## src/rtl/rpe_ram.sv

```systemverilog
// ----------------------------------------------------------------------------
// rpe_ram
// Generic single-write, single-read RAM with a registered read port.
// ----------------------------------------------------------------------------
module rpe_ram #(
  parameter int WIDTH = 8,
  parameter int DEPTH = 16
) (
  input  logic                     clk_i,
  input  logic                     we_i,
  input  logic [$clog2(DEPTH)-1:0] waddr_i,
  input  logic [WIDTH-1:0]         wdata_i,
  input  logic                     re_i,
  input  logic [$clog2(DEPTH)-1:0] raddr_i,
  output logic [WIDTH-1:0]         rdata_o
);

  logic [WIDTH-1:0] mem [DEPTH];
  logic [WIDTH-1:0] rdata_q;

  always_ff @(posedge clk_i) begin
    if (we_i) begin
      mem[waddr_i] <= wdata_i;
    end
    if (re_i) begin
      rdata_q <= mem[raddr_i];
    end
  end

  assign rdata_o = rdata_q;

endmodule

```

## config.mk

```make
export PLATFORM = sky130hd
export DESIGN_NAME = rpe_ram
export DESIGN_NICKNAME = d
export VERILOG_FILES = /design/src/rtl/rpe_ram.sv
export SDC_FILE = /design/constraint.sdc
export NUM_CORES = 1
export LEC_CHECK = 0
export BUFFER_PORTS_ARGS = -buffer_cell sky130_fd_sc_hd__buf_2
export CAP_MARGIN = 20
export CORE_MARGIN = 2
export CORE_UTILIZATION = 54
export DETAILED_ROUTE_END_ITERATION = 7
export PLACE_DENSITY = 0.74
export SYNTH_ARGS = -nofsm -noshare
export SYNTH_HDL_FRONTEND = slang
export SYNTH_SLANG_ARGS = --single-unit
```

## constraint.sdc

```tcl
create_clock -name clk_i -period 1.8 [get_ports clk_i]
set_input_delay 0.36 -clock clk_i [delete_from_list [all_inputs] [get_ports clk_i]]
set_output_delay 0.36 -clock clk_i [all_outputs]
set_load 0.005 [all_outputs]
```

==> out/qor.yml, run 1 <==
status:
  outcome: "completed"
finish:
  drive_gt1_share_pct: 32.1
  final_cells: 425
  nFillCells: 573
  synthToLayoutAreaGrowth_pct: 19.5
  nNetsFinal: 303
  num_antenna_cells: 0
  fin_util_pct: 67.0
cts:
  post_cts_resize_count: 0
  path_clk_slew_ns: 0.06
  clk_path_buf_depth: 2
  cts-root-buf: "clkbuf_8"
  clock_sinks: 136
  clkLatencyLatePin_ns: 0.52
  hold_buffers: 0
  cts_tree: "yes"
  cts_buffers: 17
  htree_num_levels: 4
  cts_setup_buffers: 0
pwr:
  p_sw_share_pct: 19.4
  p_int_mw: 6.09
  combPwrFrac_pct: 4.4
  ir_worst_vdd_v: 0.000654
  finalPower_mw: 7.55
  clockPowerShare_pct: 48.0
  leakagePower_nw: 2.12
  seqPwrFrac_pct: 47.6
  p_switching_mw: 1.46
  power.density_mw_per_mm2: 1210
yosys:
  ys_seq_elements: 136
  yosys.area.top_type: "edfxtp_1"
  syn_inst: 229
  synth_area_mm2: 0.00523
  synth_top_family_by_area: "multiplexers"
  synthesis.nets: 248
  yosysWarningCount: 0
  synthAdderAreaFrac_pct: 0
  synth-xor-area-share_pct: 0
  synth.distinct_cells: 18
  yosys.area_share.simple_pct: 3.14
  avgSynthCellArea_um2: 22.8
  synthMuxAreaShare_pct: 14.8
  synth.area.top_cells: "edfxtp_1 (78%), mux4_2 (7.8%), mux4_1 (7.0%)"
  synth_compound_area_share_pct: 2.30
  ys_seq_area_share_pct: 78.1
  synth_top_area_share_pct: 78.1
worst_hold_path:
  worst_hold_path_type: "in2reg"
  whs_path_depth: 1
timing:
  rsz0062_at_grt: "false"
  fmax_mhz: 657
  relSlewSlack_pct: 43.0
  clock_skew_ns: 0.00768
  hold_violations: 0
  setup_viol: 0
  worst_pin_slew_ns: 0.851
  fin_crit_ns: 1.52
  fin_crit_sh_pct: 84.5
  finalMaxSlewViolations: 0
critical_path:
  reg2regPathDepth: 3
  critical_path_class: "reg2reg"
  worstPathMaxFanout: 1
  required_ns: 2.06
  cp.arrival_ns: 1.78
  cp-start-kind: "flip-flop"
  end_kind: "flip-flop"
floorplan:
  num_rows: 35
  start_util_pct: 56.0
  die_x_um: 102
  core-area_mm2: 0.00933
  fp.dieH_um: 102
  io_pins: 27
  dieArea_mm2: 0.0105
global_route:
  grt_pass1_wl_um: 15700
  grt_overflow: 0
  antenna_found_initial: 1
  grt_max_degree: 33
  grt_usage_pct: 22.5
  grt_pass1_vias: 2661
placed_design:
  routabilityCongestion: 0.779
  io_buffers: 26
  place_hpwl_um: 6340
  dp_cells: 394
route:
  vias: 2541
  route.layer.met1.wl_um: 4350
  wl_per_cell_um: 24.8
  top_layer: "met5"
  avgViaCountPerCell: 5.98
  route.met2.wl_um: 5370
  wl_met3_um: 605
  drc: 0
  drtPass1Iterations: 4
  ant_nets: 0
  wirelength_um: 10500
  drt_iter0_drc: 243
flow_run:
  cap_violations: 0
-- metrics by stage --
step / TNS, ns / cell area (µm²) / hold WS, ns / setup WS [ns]
final: 0 / 6250 / 0.220 / 0.278
after global routing: 0 / 6250 / 0.219 / 0.231
after CTS: 0 / 6250 / 0.210 / 0.264
after detailed placement: -0.430 / 5630 / 0.737 / -0.102
after global placement: -0.280 / 5630 / 0.731 / -0.0734
after floorplan: 0 / 5230 / 0.459 / 0.158
-- worst max-delay path: stages, from the launching register on --
cell      delay [ns]
edfxtp_1        0.38
mux4_2          0.51
a22oi_1         0.28
nand2_1         0.09
-- Yosys cell counts --
library cell / instances
a22oi_1: 16
nor3_1: 4
nand3b_1: 2
nor2b_1: 1
mux4_1: 14
nand3_1: 1
buf_4: 1
or3b_2: 1
clkdlybuf4s25_2: 3
nor2_1: 13
edfxtp_1: 136
mux4_2: 18
and2b_1: 1
nand2_1: 9
and2_1: 1
buf_2: 3
nand2b_1: 2
buf_6: 3
-- metal layers --
layer	track usage, %	up-vias
li1	-	1090
met1	29.7	1334
met2	36.1	98
met3	5.95	17
met4	9.54	2
met5	0	-
-- registers in the layout, indices dropped and copies added (netlist names) --
| signal | flops |
|---|---|
| mem | 128 |
| rdata_o | 8 |
-- layout make-up --
type	count	area, µm²	area share, %
tap	129	161	2.58
sequential	136	4080	65.4
clock inverter	13	204	3.26
multi-input combinational	83	1060	17.0
clock buffer	18	418	6.69
timing repair buffer	46	318	5.09
-- layout by cell type, fill, tap and decap left out, drive strengths merged, types with 2 or more instances in the layout --
master    Yosys  final
edfxtp      136    136
nand2b        2      2
bufinv        0      5
nand2         9      9
clkinvlp      0      3
a22oi        16     16
nor3          4      4
buf           7     46
clkinv        0      5
nor2         13     13
nand3b        2      2
mux4         32     32
clkbuf        0     18
-- path summary, 6_finish.rpt --
kind	from	endpoint	slack, ns
setup / recovery	mem[15][0]$_DFFE_PP_	rdata_o[0]$_DFFE_PP_	0.28
hold / removal	wdata_i[3]	mem[12][3]$_DFFE_PP_	0.22
setup reg to reg	mem[15][0]$_DFFE_PP_	rdata_o[0]$_DFFE_PP_	0.28
hold reg to reg	mem[4][1]$_DFFE_PP_	rdata_o[1]$_DFFE_PP_	0.75
-- power by group through the flow --
stage	registers (mW)	clock network [mW]	logic (mW)
5_1_grt	3.60	3.79	0.359
6_report	3.59	3.63	0.332
2_1_floorplan	3.65	0	0.180
3_5_place_dp	3.66	0	0.330
4_1_cts	3.60	3.66	0.337
3_3_place_gp	3.65	0	0.319
-- logic make-up after synthesis --
group,Yosys count
DFF,136
and+or+nand+nor,35
muxes,32
AOI/OAI and AO/OA,16
buffers and inverters,10
Power figures use the tool's default switching activity.
==> run 2: changes to the inputs <==
clock period = 1.3 ns   (was 1.8 ns; I/O delays follow)
==> run 2 against run 1 <==
The run now ends with negative setup slack left; fmax rose by 6.6%; count of clock-buffer cells in the layout stayed put; via count fell by 2.0%; largest power group unchanged; clock skew up 0.0011 ns; routed wire length is 3.5% lower; cell area up 2.8%; utilization grew 1.9 points; critical endpoint is now rdata_o[4]$_DFFE_PP_; worst hold slack lost 0.11 ns; non-clock buffer count increased by 9.
==> out/qor.yml, run 2 (synthesized netlist as in run 1, its figures left out) <==
critical_path:
  required_ns: 1.55
  cpMaxStageDelayCell: "mux4_2"
  critical_path_class: "reg2reg"
  slowest_delay_ns: 0.54
  path_cells: "mux4_2 -> a22oi_2 -> nand2_1"
  cp.arrival_ns: 1.68
  cp-start-kind: "flip-flop"
  worstPathMaxFanout: 1
  end_kind: "flip-flop"
global_route:
  grt_overflow: 0
  grt_pass1_wl_um: 15600
  grt_usage_pct: 21.9
  antenna_found_initial: 0
  grt_pass1_vias: 2552
  grt_max_degree: 17
placed_design:
  routabilityCongestion: 0.797
  io_buffers: 26
  place_hpwl_um: 6270
timing:
  hold_violations: 0
  whs_ns: 0.115
  finalMaxSlewViolations: 0
  fin_crit_ns: 1.43
  fmax_mhz: 700
  setup_slack_ns: -0.128
  rsz0062_at_grt: "true"
  clock_skew_ns: 0.00883
  setup_viol: 9
  worst_pin_slew_ns: 0.981
  relSlewSlack_pct: 34.4
  fin_crit_sh_pct: 110
cts:
  clkLatencyLatePin_ns: 0.51
  hold_buffers: 0
  path_clk_slew_ns: 0.06
  cts-root-buf: "clkbuf_8"
  cts_tree: "yes"
  clock_sinks: 136
  clk_path_buf_depth: 2
  cts_buffers: 17
  htree_num_levels: 4
  cts_setup_buffers: 0
pwr:
  p_sw_share_pct: 19.3
  p_switching_mw: 2.02
  seqPwrFrac_pct: 47.3
  leakagePower_nw: 2.14
  p_int_mw: 8.48
  clockPowerShare_pct: 47.5
  power.density_mw_per_mm2: 1630
  ir_worst_vdd_v: 0.000847
  combPwrFrac_pct: 5.2
finish:
  layout_commonest_cell: "edfxtp_1"
  largest_reg_flops: 128
  nNetsFinal: 312
  most-common-layout-cells: "edfxtp_1 (136), mux4_2 (32), buf_2 (26)"
  fin_util_pct: 68.9
  synthToLayoutAreaGrowth_pct: 22.9
  nFillCells: 540
  top_register: "mem"
  num_antenna_cells: 0
  drive_gt1_share_pct: 45.4
floorplan:
  start_util_pct: 56.0
  fp.dieH_um: 102
  dieArea_mm2: 0.0105
  io_pins: 27
  num_rows: 35
  die_x_um: 102
  core-area_mm2: 0.00933
status:
  outcome: "finished with violations"
  violations: "negative setup slack"
route:
  wirelength_um: 10200
  drtPass1Iterations: 4
  vias: 2491
  ant_nets: 0
  wl_per_cell_um: 23.5
  avgViaCountPerCell: 5.75
  drt_iter0_drc: 191
  drc: 0
flow_run:
  cap_violations: 0
worst_hold_path:
  worst_hold_path_type: "in2reg"
==> run 2: changes by cell type in the layout (fill, tap and decap cells not counted), sizes merged <==
cell | before | now
buf | 46 | 55
clkinv | 5 | 4
clkinvlp | 3 | 2
inv | 0 | 1
==> run 2: area by class of cell <==
class	count	area, µm²	area share, %
Clock buffer	18	418	6.51
Clock inverter	12	201	3.14
Tap cell	129	161	2.51
Timing Repair Buffer	55	448	6.97
Multi-Input combinational cell	83	1110	17.3
Sequential cell	136	4080	63.6
==> run 2: power groups by stage <==
stage                     Sequential (mW)  Clock [mW]  Combinational, mW
final                                4.97        4.99              0.542
after global routing                 4.97        5.23              0.584
after CTS                            4.97        5.03              0.524
after detailed placement             5.06           0              0.509
after global placement               5.05           0              0.498
after floorplan                      5.05           0              0.276
==> run 2: worst paths after layout <==
path	start	to	slack (ns)	cells past startpoint
max	mem[15][4]$_DFFE_PP_	rdata_o[4]$_DFFE_PP_	-0.13	3
min	re_i	rdata_o[5]$_DFFE_PP_	0.12	1
max reg2reg	mem[15][4]$_DFFE_PP_	rdata_o[4]$_DFFE_PP_	-0.13	3
min reg2reg	mem[10][3]$_DFFE_PP_	rdata_o[3]$_DFFE_PP_	0.76	3
==> run 2: worst max-delay path: cells and delay by family (launching register included) <==
kind	cells	cell delay, ns
compound gates	1	0.14
mux	1	0.54
simple gates	1	0.08
flops	1	0.41
==> run 2: per-layer routing <==
layer	part of all wire, %	vias to the layer above	wire length (µm)	track usage (%)
met5	0	-	0	0
met4	0.66	0	67	6.77
met3	6.6	4	670	5.81
met2	51	102	5160	33.5
met1	42	1289	4280	31.6
li1	-	1096	-	-
==> run 2: what timing repair did <==
action / in CTS / in global routing
pin swaps: 0 / 2
endpoints found under the hold margin: 0 / 0
setup endpoints to repair: 10 / 12
gates resized for setup: 3 / 12
==> run 2: metrics by stage <==
stage | power [mW] | cell area (µm²) | setup WS, ns | setup TNS [ns] | std cells
4_1_cts | 10.5 | 6370 | -0.151 | -1.12 | 433
6_report | 10.5 | 6420 | -0.128 | -0.728 | 433
5_1_grt | 10.8 | 6420 | -0.167 | -1.16 | 433
3_3_place_gp | 5.55 | 5740 | -0.494 | -11.51 | 403
2_1_floorplan | 5.33 | 5250 | -0.160 | -1.78 | 229
3_5_place_dp | 5.57 | 5740 | -0.487 | -12.78 | 403
