===== config.mk =====
export PLATFORM = sky130hd
export DESIGN_NAME = rpe_scale
export DESIGN_NICKNAME = d
export VERILOG_FILES = /design/src/rtl/rpe_pkg.sv /design/src/rtl/rpe_scale.sv
export SDC_FILE = /design/constraint.sdc
export NUM_CORES = 1
export LEC_CHECK = 0
export BUFFER_PORTS_ARGS = -buffer_cell sky130_fd_sc_hd__buf_2
export CAP_MARGIN = 5
export CORE_MARGIN = 2
export CORE_UTILIZATION = 65
export CTS_BUF_LIST = sky130_fd_sc_hd__clkbuf_4 sky130_fd_sc_hd__clkbuf_8 sky130_fd_sc_hd__clkbuf_16
export CTS_CLUSTER_SIZE = 10
export DETAILED_ROUTE_END_ITERATION = 8
export PLACE_DENSITY = 0.84
export SLEW_MARGIN = 20
export SYNTH_ARGS = -nofsm -noshare
export SYNTH_HDL_FRONTEND = slang
export SYNTH_SLANG_ARGS = --single-unit

===== constraint.sdc =====
create_clock -name clk_i -period 17.1 [get_ports clk_i]
set_input_delay 2.565 -clock clk_i [delete_from_list [all_inputs] [get_ports clk_i]]
set_output_delay 2.565 -clock clk_i [all_outputs]
set_load 0.1 [all_outputs]

===== src/rtl/rpe_pkg.sv =====
// ----------------------------------------------------------------------------
// rpe_pkg
// Shared types and constants of the repetition penalty engine.
// ----------------------------------------------------------------------------
package rpe_pkg;

  localparam int VOCAB_SIZE = 65536;
  localparam int ADDR_W     = $clog2(VOCAB_SIZE);
  localparam int INDEX_W    = 16;
  localparam int LOGIT_W    = 32;
  localparam int WEIGHT_W   = 16;
  localparam int INV_W      = 13;
  localparam int ENTRY_W    = LOGIT_W + 1;
  localparam int PROD_W     = LOGIT_W + WEIGHT_W + 1;
  localparam int FRAC_W     = 12;
  localparam int CFG_IDX_W  = 1;
  localparam int CFG_DATA_W = WEIGHT_W;

  localparam logic [WEIGHT_W-1:0] PENALTY_RESET = WEIGHT_W'(4096);
  localparam logic [INV_W-1:0]    INVERSE_RESET = INV_W'(4096);

  typedef enum logic [1:0] {
    OP_LOAD     = 2'd0,
    OP_PENALIZE = 2'd1,
    OP_READ     = 2'd2,
    OP_NOP      = 2'd3
  } opcode_e;

  typedef enum logic [CFG_IDX_W-1:0] {
    CFG_PENALTY = 1'b0,
    CFG_INVERSE = 1'b1
  } cfg_idx_e;

  typedef enum logic [1:0] {
    ST_IDLE,
    ST_DATA,
    ST_WB
  } state_e;

  typedef struct packed {
    logic [WEIGHT_W-1:0] penalty_weight;
    logic [INV_W-1:0]    inverse_weight;
  } cfg_t;

endpackage


===== src/rtl/rpe_scale.sv =====
// ----------------------------------------------------------------------------
// rpe_scale
// Multiplies a logit by its weight (penalty Q4.12, inverse Q1.12), then rounds and saturates.
// ----------------------------------------------------------------------------
module rpe_scale import rpe_pkg::*; (
  input  logic                      clk_i,
  input  logic signed [LOGIT_W-1:0] logit_i,
  input  cfg_t                      cfg_i,
  output logic signed [LOGIT_W-1:0] result_o
);

  localparam logic signed [PROD_W-1:0] SAT_HI =
    {{(PROD_W-LOGIT_W+1){1'b0}}, {(LOGIT_W-1){1'b1}}};
  localparam logic signed [PROD_W-1:0] SAT_LO = ~SAT_HI;
  localparam logic signed [PROD_W-1:0] HALF   = PROD_W'(1 << (FRAC_W - 1));

  logic signed [WEIGHT_W:0]  weight;
  logic signed [PROD_W-1:0]  prod_d;
  logic signed [PROD_W-1:0]  prod_q;
  logic signed [PROD_W-1:0]  rounded;
  logic signed [PROD_W-1:0]  shifted;

  always_comb begin
    if (logit_i > 0) begin
      weight = signed'({1'b0, {(WEIGHT_W-INV_W){1'b0}}, cfg_i.inverse_weight});
    end else begin
      weight = signed'({1'b0, cfg_i.penalty_weight});
    end
  end

  assign prod_d = logit_i * weight;

  always_ff @(posedge clk_i) begin
    prod_q <= prod_d;
  end

  assign rounded = prod_q + HALF;
  assign shifted = rounded >>> FRAC_W;

  always_comb begin
    if (shifted > SAT_HI) begin
      result_o = SAT_HI[LOGIT_W-1:0];
    end else if (shifted < SAT_LO) begin
      result_o = SAT_LO[LOGIT_W-1:0];
    end else begin
      result_o = shifted[LOGIT_W-1:0];
    end
  end

endmodule


==> results.rst <==
.. list-table::
   :header-rows: 1

   * - Metric
     - Value
   * - GRT Util Overall
     - 0.376
   * - Hpwl dp
     - 43200 um
   * - Combinational family with the most area after synthesis
     - adder cells
   * - Setup crit end kind
     - flop
   * - Most frequent cell after synthesis
     - sky130_fd_sc_hd__inv_1
   * - Cell types with the largest area share after synthesis
     - sky130_fd_sc_hd__fa_1 50%, sky130_fd_sc_hd__inv_1 11%, sky130_fd_sc_hd__ha_1 7.5%, sky130_fd_sc_hd__nand2_1 5.8%, sky130_fd_sc_hd__dfxtp_1 3.9%
   * - Area of the placeable core
     - 29600 sq um
   * - Final wirelength
     - 53700 um
   * - RSZ-0062 raised after global routing
     - false
   * - Fraction of the mapped netlist area in simple logic gates
     - 0.171
   * - Post-synthesis compound-gate area fraction
     - 0.0470
   * - Final Hold Viols
     - 0
   * - Core Util, Final
     - 0.687
   * - Register containing the most flip-flops in the final layout
     - prod_q
   * - Yosys warning count
     - 0
   * - Die Span Y
     - 177 um
   * - Number of buffers added to fix hold violations after cts
     - 0
   * - Routed Antenna Nets
     - 0
   * - Leading post-synthesis cells by instance count
     - 548 x sky130_fd_sc_hd__inv_1, 487 x sky130_fd_sc_hd__fa_1, 300 x sky130_fd_sc_hd__nand2_1
   * - Total Nets Final
     - 2863
   * - Combined area of all synthesized cells
     - 19400 sq um
   * - Arrival time of data at the critical path endpoint
     - 10.99 ns
   * - Maximum count of clock buffers along a single path
     - 2
   * - Maximum achievable frequency
     - 0.0923 GHz
   * - Mean Syn Cell Area
     - 8.88 sq um
   * - Largest fanout on the critical path
     - 70
   * - Sum Neg Setup Slack
     - 0 ns
   * - Final GP Congestion
     - 0.941
   * - Largest net degree at the start of global routing
     - 71
   * - Normalized max-slew margin
     - 0.390
   * - Post-synthesis sequential area ratio
     - 0.0391
   * - Synthesized-area fraction occupied by adder cells
     - 0.576
   * - Initial core utilization
     - 0.658
   * - Buffers on Ports
     - 93
   * - Clock sinks
     - 38
   * - Cell Area, Placed
     - 20100 sq um
   * - Routed vias/inst
     - 5.81
   * - Die span in x
     - 177 um
   * - Root cell of the clock tree
     - sky130_fd_sc_hd__clkbuf_16
   * - Total die area
     - 31300 sq um
   * - Synth Area in XOR/XNOR
     - 0.0347
   * - Mux cell area share after synthesis
     - 0.00733
   * - Residual overflow from global routing
     - 0
   * - Share of the synthesized area in the top cell type
     - 0.501
   * - Registers with the highest flip-flop counts
     - prod_q: 38 flops
   * - Detailed-routing iteration count for the pre-antenna-repair pass
     - 6
   * - Slew @ Worst Pin
     - 0.915 ns
   * - Setup Viol. Count Final
     - 0
   * - First-pass GRT wire length
     - 88800 um
   * - Instance count of the mapped netlist
     - 2191
   * - Max Slew Vio Count
     - 0
   * - Initial DRC Count
     - 1034
   * - Post-synthesis to final-layout area growth
     - 4.36%
   * - Cell row count
     - 63
   * - Flip-flop count of the largest register after layout
     - 38
   * - Critical Path RT
     - 17.26 ns
   * - Time the final worst path needs with I/O delays and setup
     - 10.83 ns
   * - Area of all placed cells without fillers
     - 20300 sq um
   * - Net count after synthesis
     - 2856
   * - Routed via count
     - 15052
   * - H-tree depth
     - 2
   * - Post-CTS setup buffer count
     - 0
   * - # IOs
     - 94
   * - Class of the tightest hold or removal check
     - flop to primary output
   * - Distinct cells, synth
     - 50
   * - Flop and latch count out of synthesis
     - 38
   * - PostCTS Resize Cnt
     - 0
   * - Register clock-pin slew on the reported worst setup and hold paths
     - 0.06 ns
   * - Number of buffers created by CTS
     - 5
   * - Max capacitance violation total
     - 0
   * - Share of flip-flops with an asynchronous set or reset after synthesis
     - 0
   * - Wire per inst
     - 20.8 um
   * - DR DRC count
     - 0
   * - Startpoint type of the worst setup path
     - input port
   * - Post-synth top area cell
     - sky130_fd_sc_hd__fa_1
   * - Number of antenna violations at the first check in global routing
     - 0
   * - Antenna diode count
     - 0
   * - Final worst-path cycle share
     - 0.633
   * - Kind of critical path
     - input port to flop
   * - Number of enable-type register cells in the synthesized netlist
     - 0
   * - Clock tree from TritonCTS
     - built
   * - Minimum hold slack
     - 3.65 ns
   * - Ratio of cells with drive above 1 in the final layout
     - 0.0596
   * - Most instantiated flip-flop cell in the synthesis netlist
     - sky130_fd_sc_hd__dfxtp_1
   * - Number of global-route vias before repair
     - 17074
   * - Result of the run
     - finished, final reports clean
-- cell families (layout without fill, tap and decap cells) --
logic type | count (synthesis) | in the layout
compound gates | 146 | 146
xor+xnor | 77 | 77
fa+ha+maj | 603 | 603
buf+inv | 648 | 656
flops | 38 | 38
mux | 13 | 13
simple gates | 666 | 666
-- worst paths after layout --
kind,startpoint,cells past startpoint,to
max,logit_i[24],27,prod_q[47]$_DFF_P_
min,prod_q[29]$_DFF_P_,3,result_o[17]
-- final cells by class --
cell class | instances | area (sq um)
Sequential cell | 38 | 761
Multi-Input combinational cell | 1505 | 16300
Clock inverter | 2 | 60.1
Fill cell | 2369 | 9260
Clock buffer | 6 | 139
Timing Repair Buffer | 100 | 518
Inverter | 548 | 2060
Tap cell | 390 | 488
-- critical path, stage by stage --
cell                        delay (ns)
sky130_fd_sc_hd__buf_2            0.23
sky130_fd_sc_hd__nor4_1           0.34
sky130_fd_sc_hd__nand4_1          0.19
sky130_fd_sc_hd__o21bai_4         0.55
sky130_fd_sc_hd__buf_4            0.61
sky130_fd_sc_hd__and2_1           0.71
sky130_fd_sc_hd__nand2_1          0.16
sky130_fd_sc_hd__fa_1             0.39
sky130_fd_sc_hd__inv_1            0.07
sky130_fd_sc_hd__fa_1             0.40
sky130_fd_sc_hd__inv_1            0.09
sky130_fd_sc_hd__fa_1             0.38
sky130_fd_sc_hd__inv_1            0.07
sky130_fd_sc_hd__fa_1             0.47
sky130_fd_sc_hd__fa_1             0.56
sky130_fd_sc_hd__inv_1            0.06
sky130_fd_sc_hd__fa_1             0.53
sky130_fd_sc_hd__inv_1            0.04
sky130_fd_sc_hd__ha_1             0.34
sky130_fd_sc_hd__a21oi_1          0.25
sky130_fd_sc_hd__o21ai_0          0.13
sky130_fd_sc_hd__a21oi_1          0.28
sky130_fd_sc_hd__a211oi_1         0.20
sky130_fd_sc_hd__a2111oi_0        0.77
sky130_fd_sc_hd__o21ai_0          0.27
sky130_fd_sc_hd__nand4_1          0.17
sky130_fd_sc_hd__a32oi_1          0.11
-- layout by cell type, fill, tap and decap left out, types with 2 or more instances in the layout --
master,netlist,routed
sky130_fd_sc_hd__o21bai_1,5,4
sky130_fd_sc_hd__or3_1,2,2
sky130_fd_sc_hd__inv_1,548,548
sky130_fd_sc_hd__nand2b_1,8,8
sky130_fd_sc_hd__fa_1,487,487
sky130_fd_sc_hd__nand3_1,26,26
sky130_fd_sc_hd__a221oi_2,2,2
sky130_fd_sc_hd__nor3_1,8,8
sky130_fd_sc_hd__and3_1,88,88
sky130_fd_sc_hd__o21a_1,6,6
sky130_fd_sc_hd__a2111oi_0,2,2
sky130_fd_sc_hd__dfxtp_1,38,38
sky130_fd_sc_hd__buf_2,3,93
sky130_fd_sc_hd__mux2i_2,0,3
sky130_fd_sc_hd__o21ai_0,53,52
sky130_fd_sc_hd__xor2_1,31,31
sky130_fd_sc_hd__nor2b_1,99,99
sky130_fd_sc_hd__a211oi_1,3,3
sky130_fd_sc_hd__a21o_1,15,15
sky130_fd_sc_hd__a21oi_2,2,2
sky130_fd_sc_hd__xnor2_1,46,46
sky130_fd_sc_hd__o211ai_1,3,3
sky130_fd_sc_hd__clkbuf_16,0,5
sky130_fd_sc_hd__a211o_1,3,3
sky130_fd_sc_hd__ha_1,116,116
sky130_fd_sc_hd__o21ai_1,1,2
sky130_fd_sc_hd__and2_1,75,75
sky130_fd_sc_hd__buf_4,0,7
sky130_fd_sc_hd__nand2_1,300,300
sky130_fd_sc_hd__a21oi_1,38,38
sky130_fd_sc_hd__and4_1,5,5
sky130_fd_sc_hd__mux2_2,10,10
sky130_fd_sc_hd__a31oi_1,2,2
sky130_fd_sc_hd__bufinv_16,0,2
sky130_fd_sc_hd__nor4_1,11,11
sky130_fd_sc_hd__nand4_1,11,11
sky130_fd_sc_hd__nor2_1,30,30
-- stage by stage --
| stage | instances | setup slack (ns) |
|---|---|---|
| detailed placement | 2581 | 6.14 |
| global placement | 2581 | 6.33 |
| global route | 2589 | 5.77 |
| CTS | 2589 | 6.42 |
| finish | 2589 | 6.27 |
| floorplan | 2191 | 7.55 |
-- metal layers --
| metal | share of wire | vias to the layer above | GRT usage |
|---|---|---|---|
| met4 | 0.078 | 0 | 0.232 |
| met1 | 0.36 | 7665 | 0.444 |
| met2 | 0.50 | 731 | 0.649 |
| met3 | 0.066 | 210 | 0.0535 |
| li1 | - | 6446 | - |
| met5 | 0 | - | 0 |
Power is left out: the tool's default activity adds up to more than one toggle a clock period on the data nets, which glitch-free logic cannot reach.
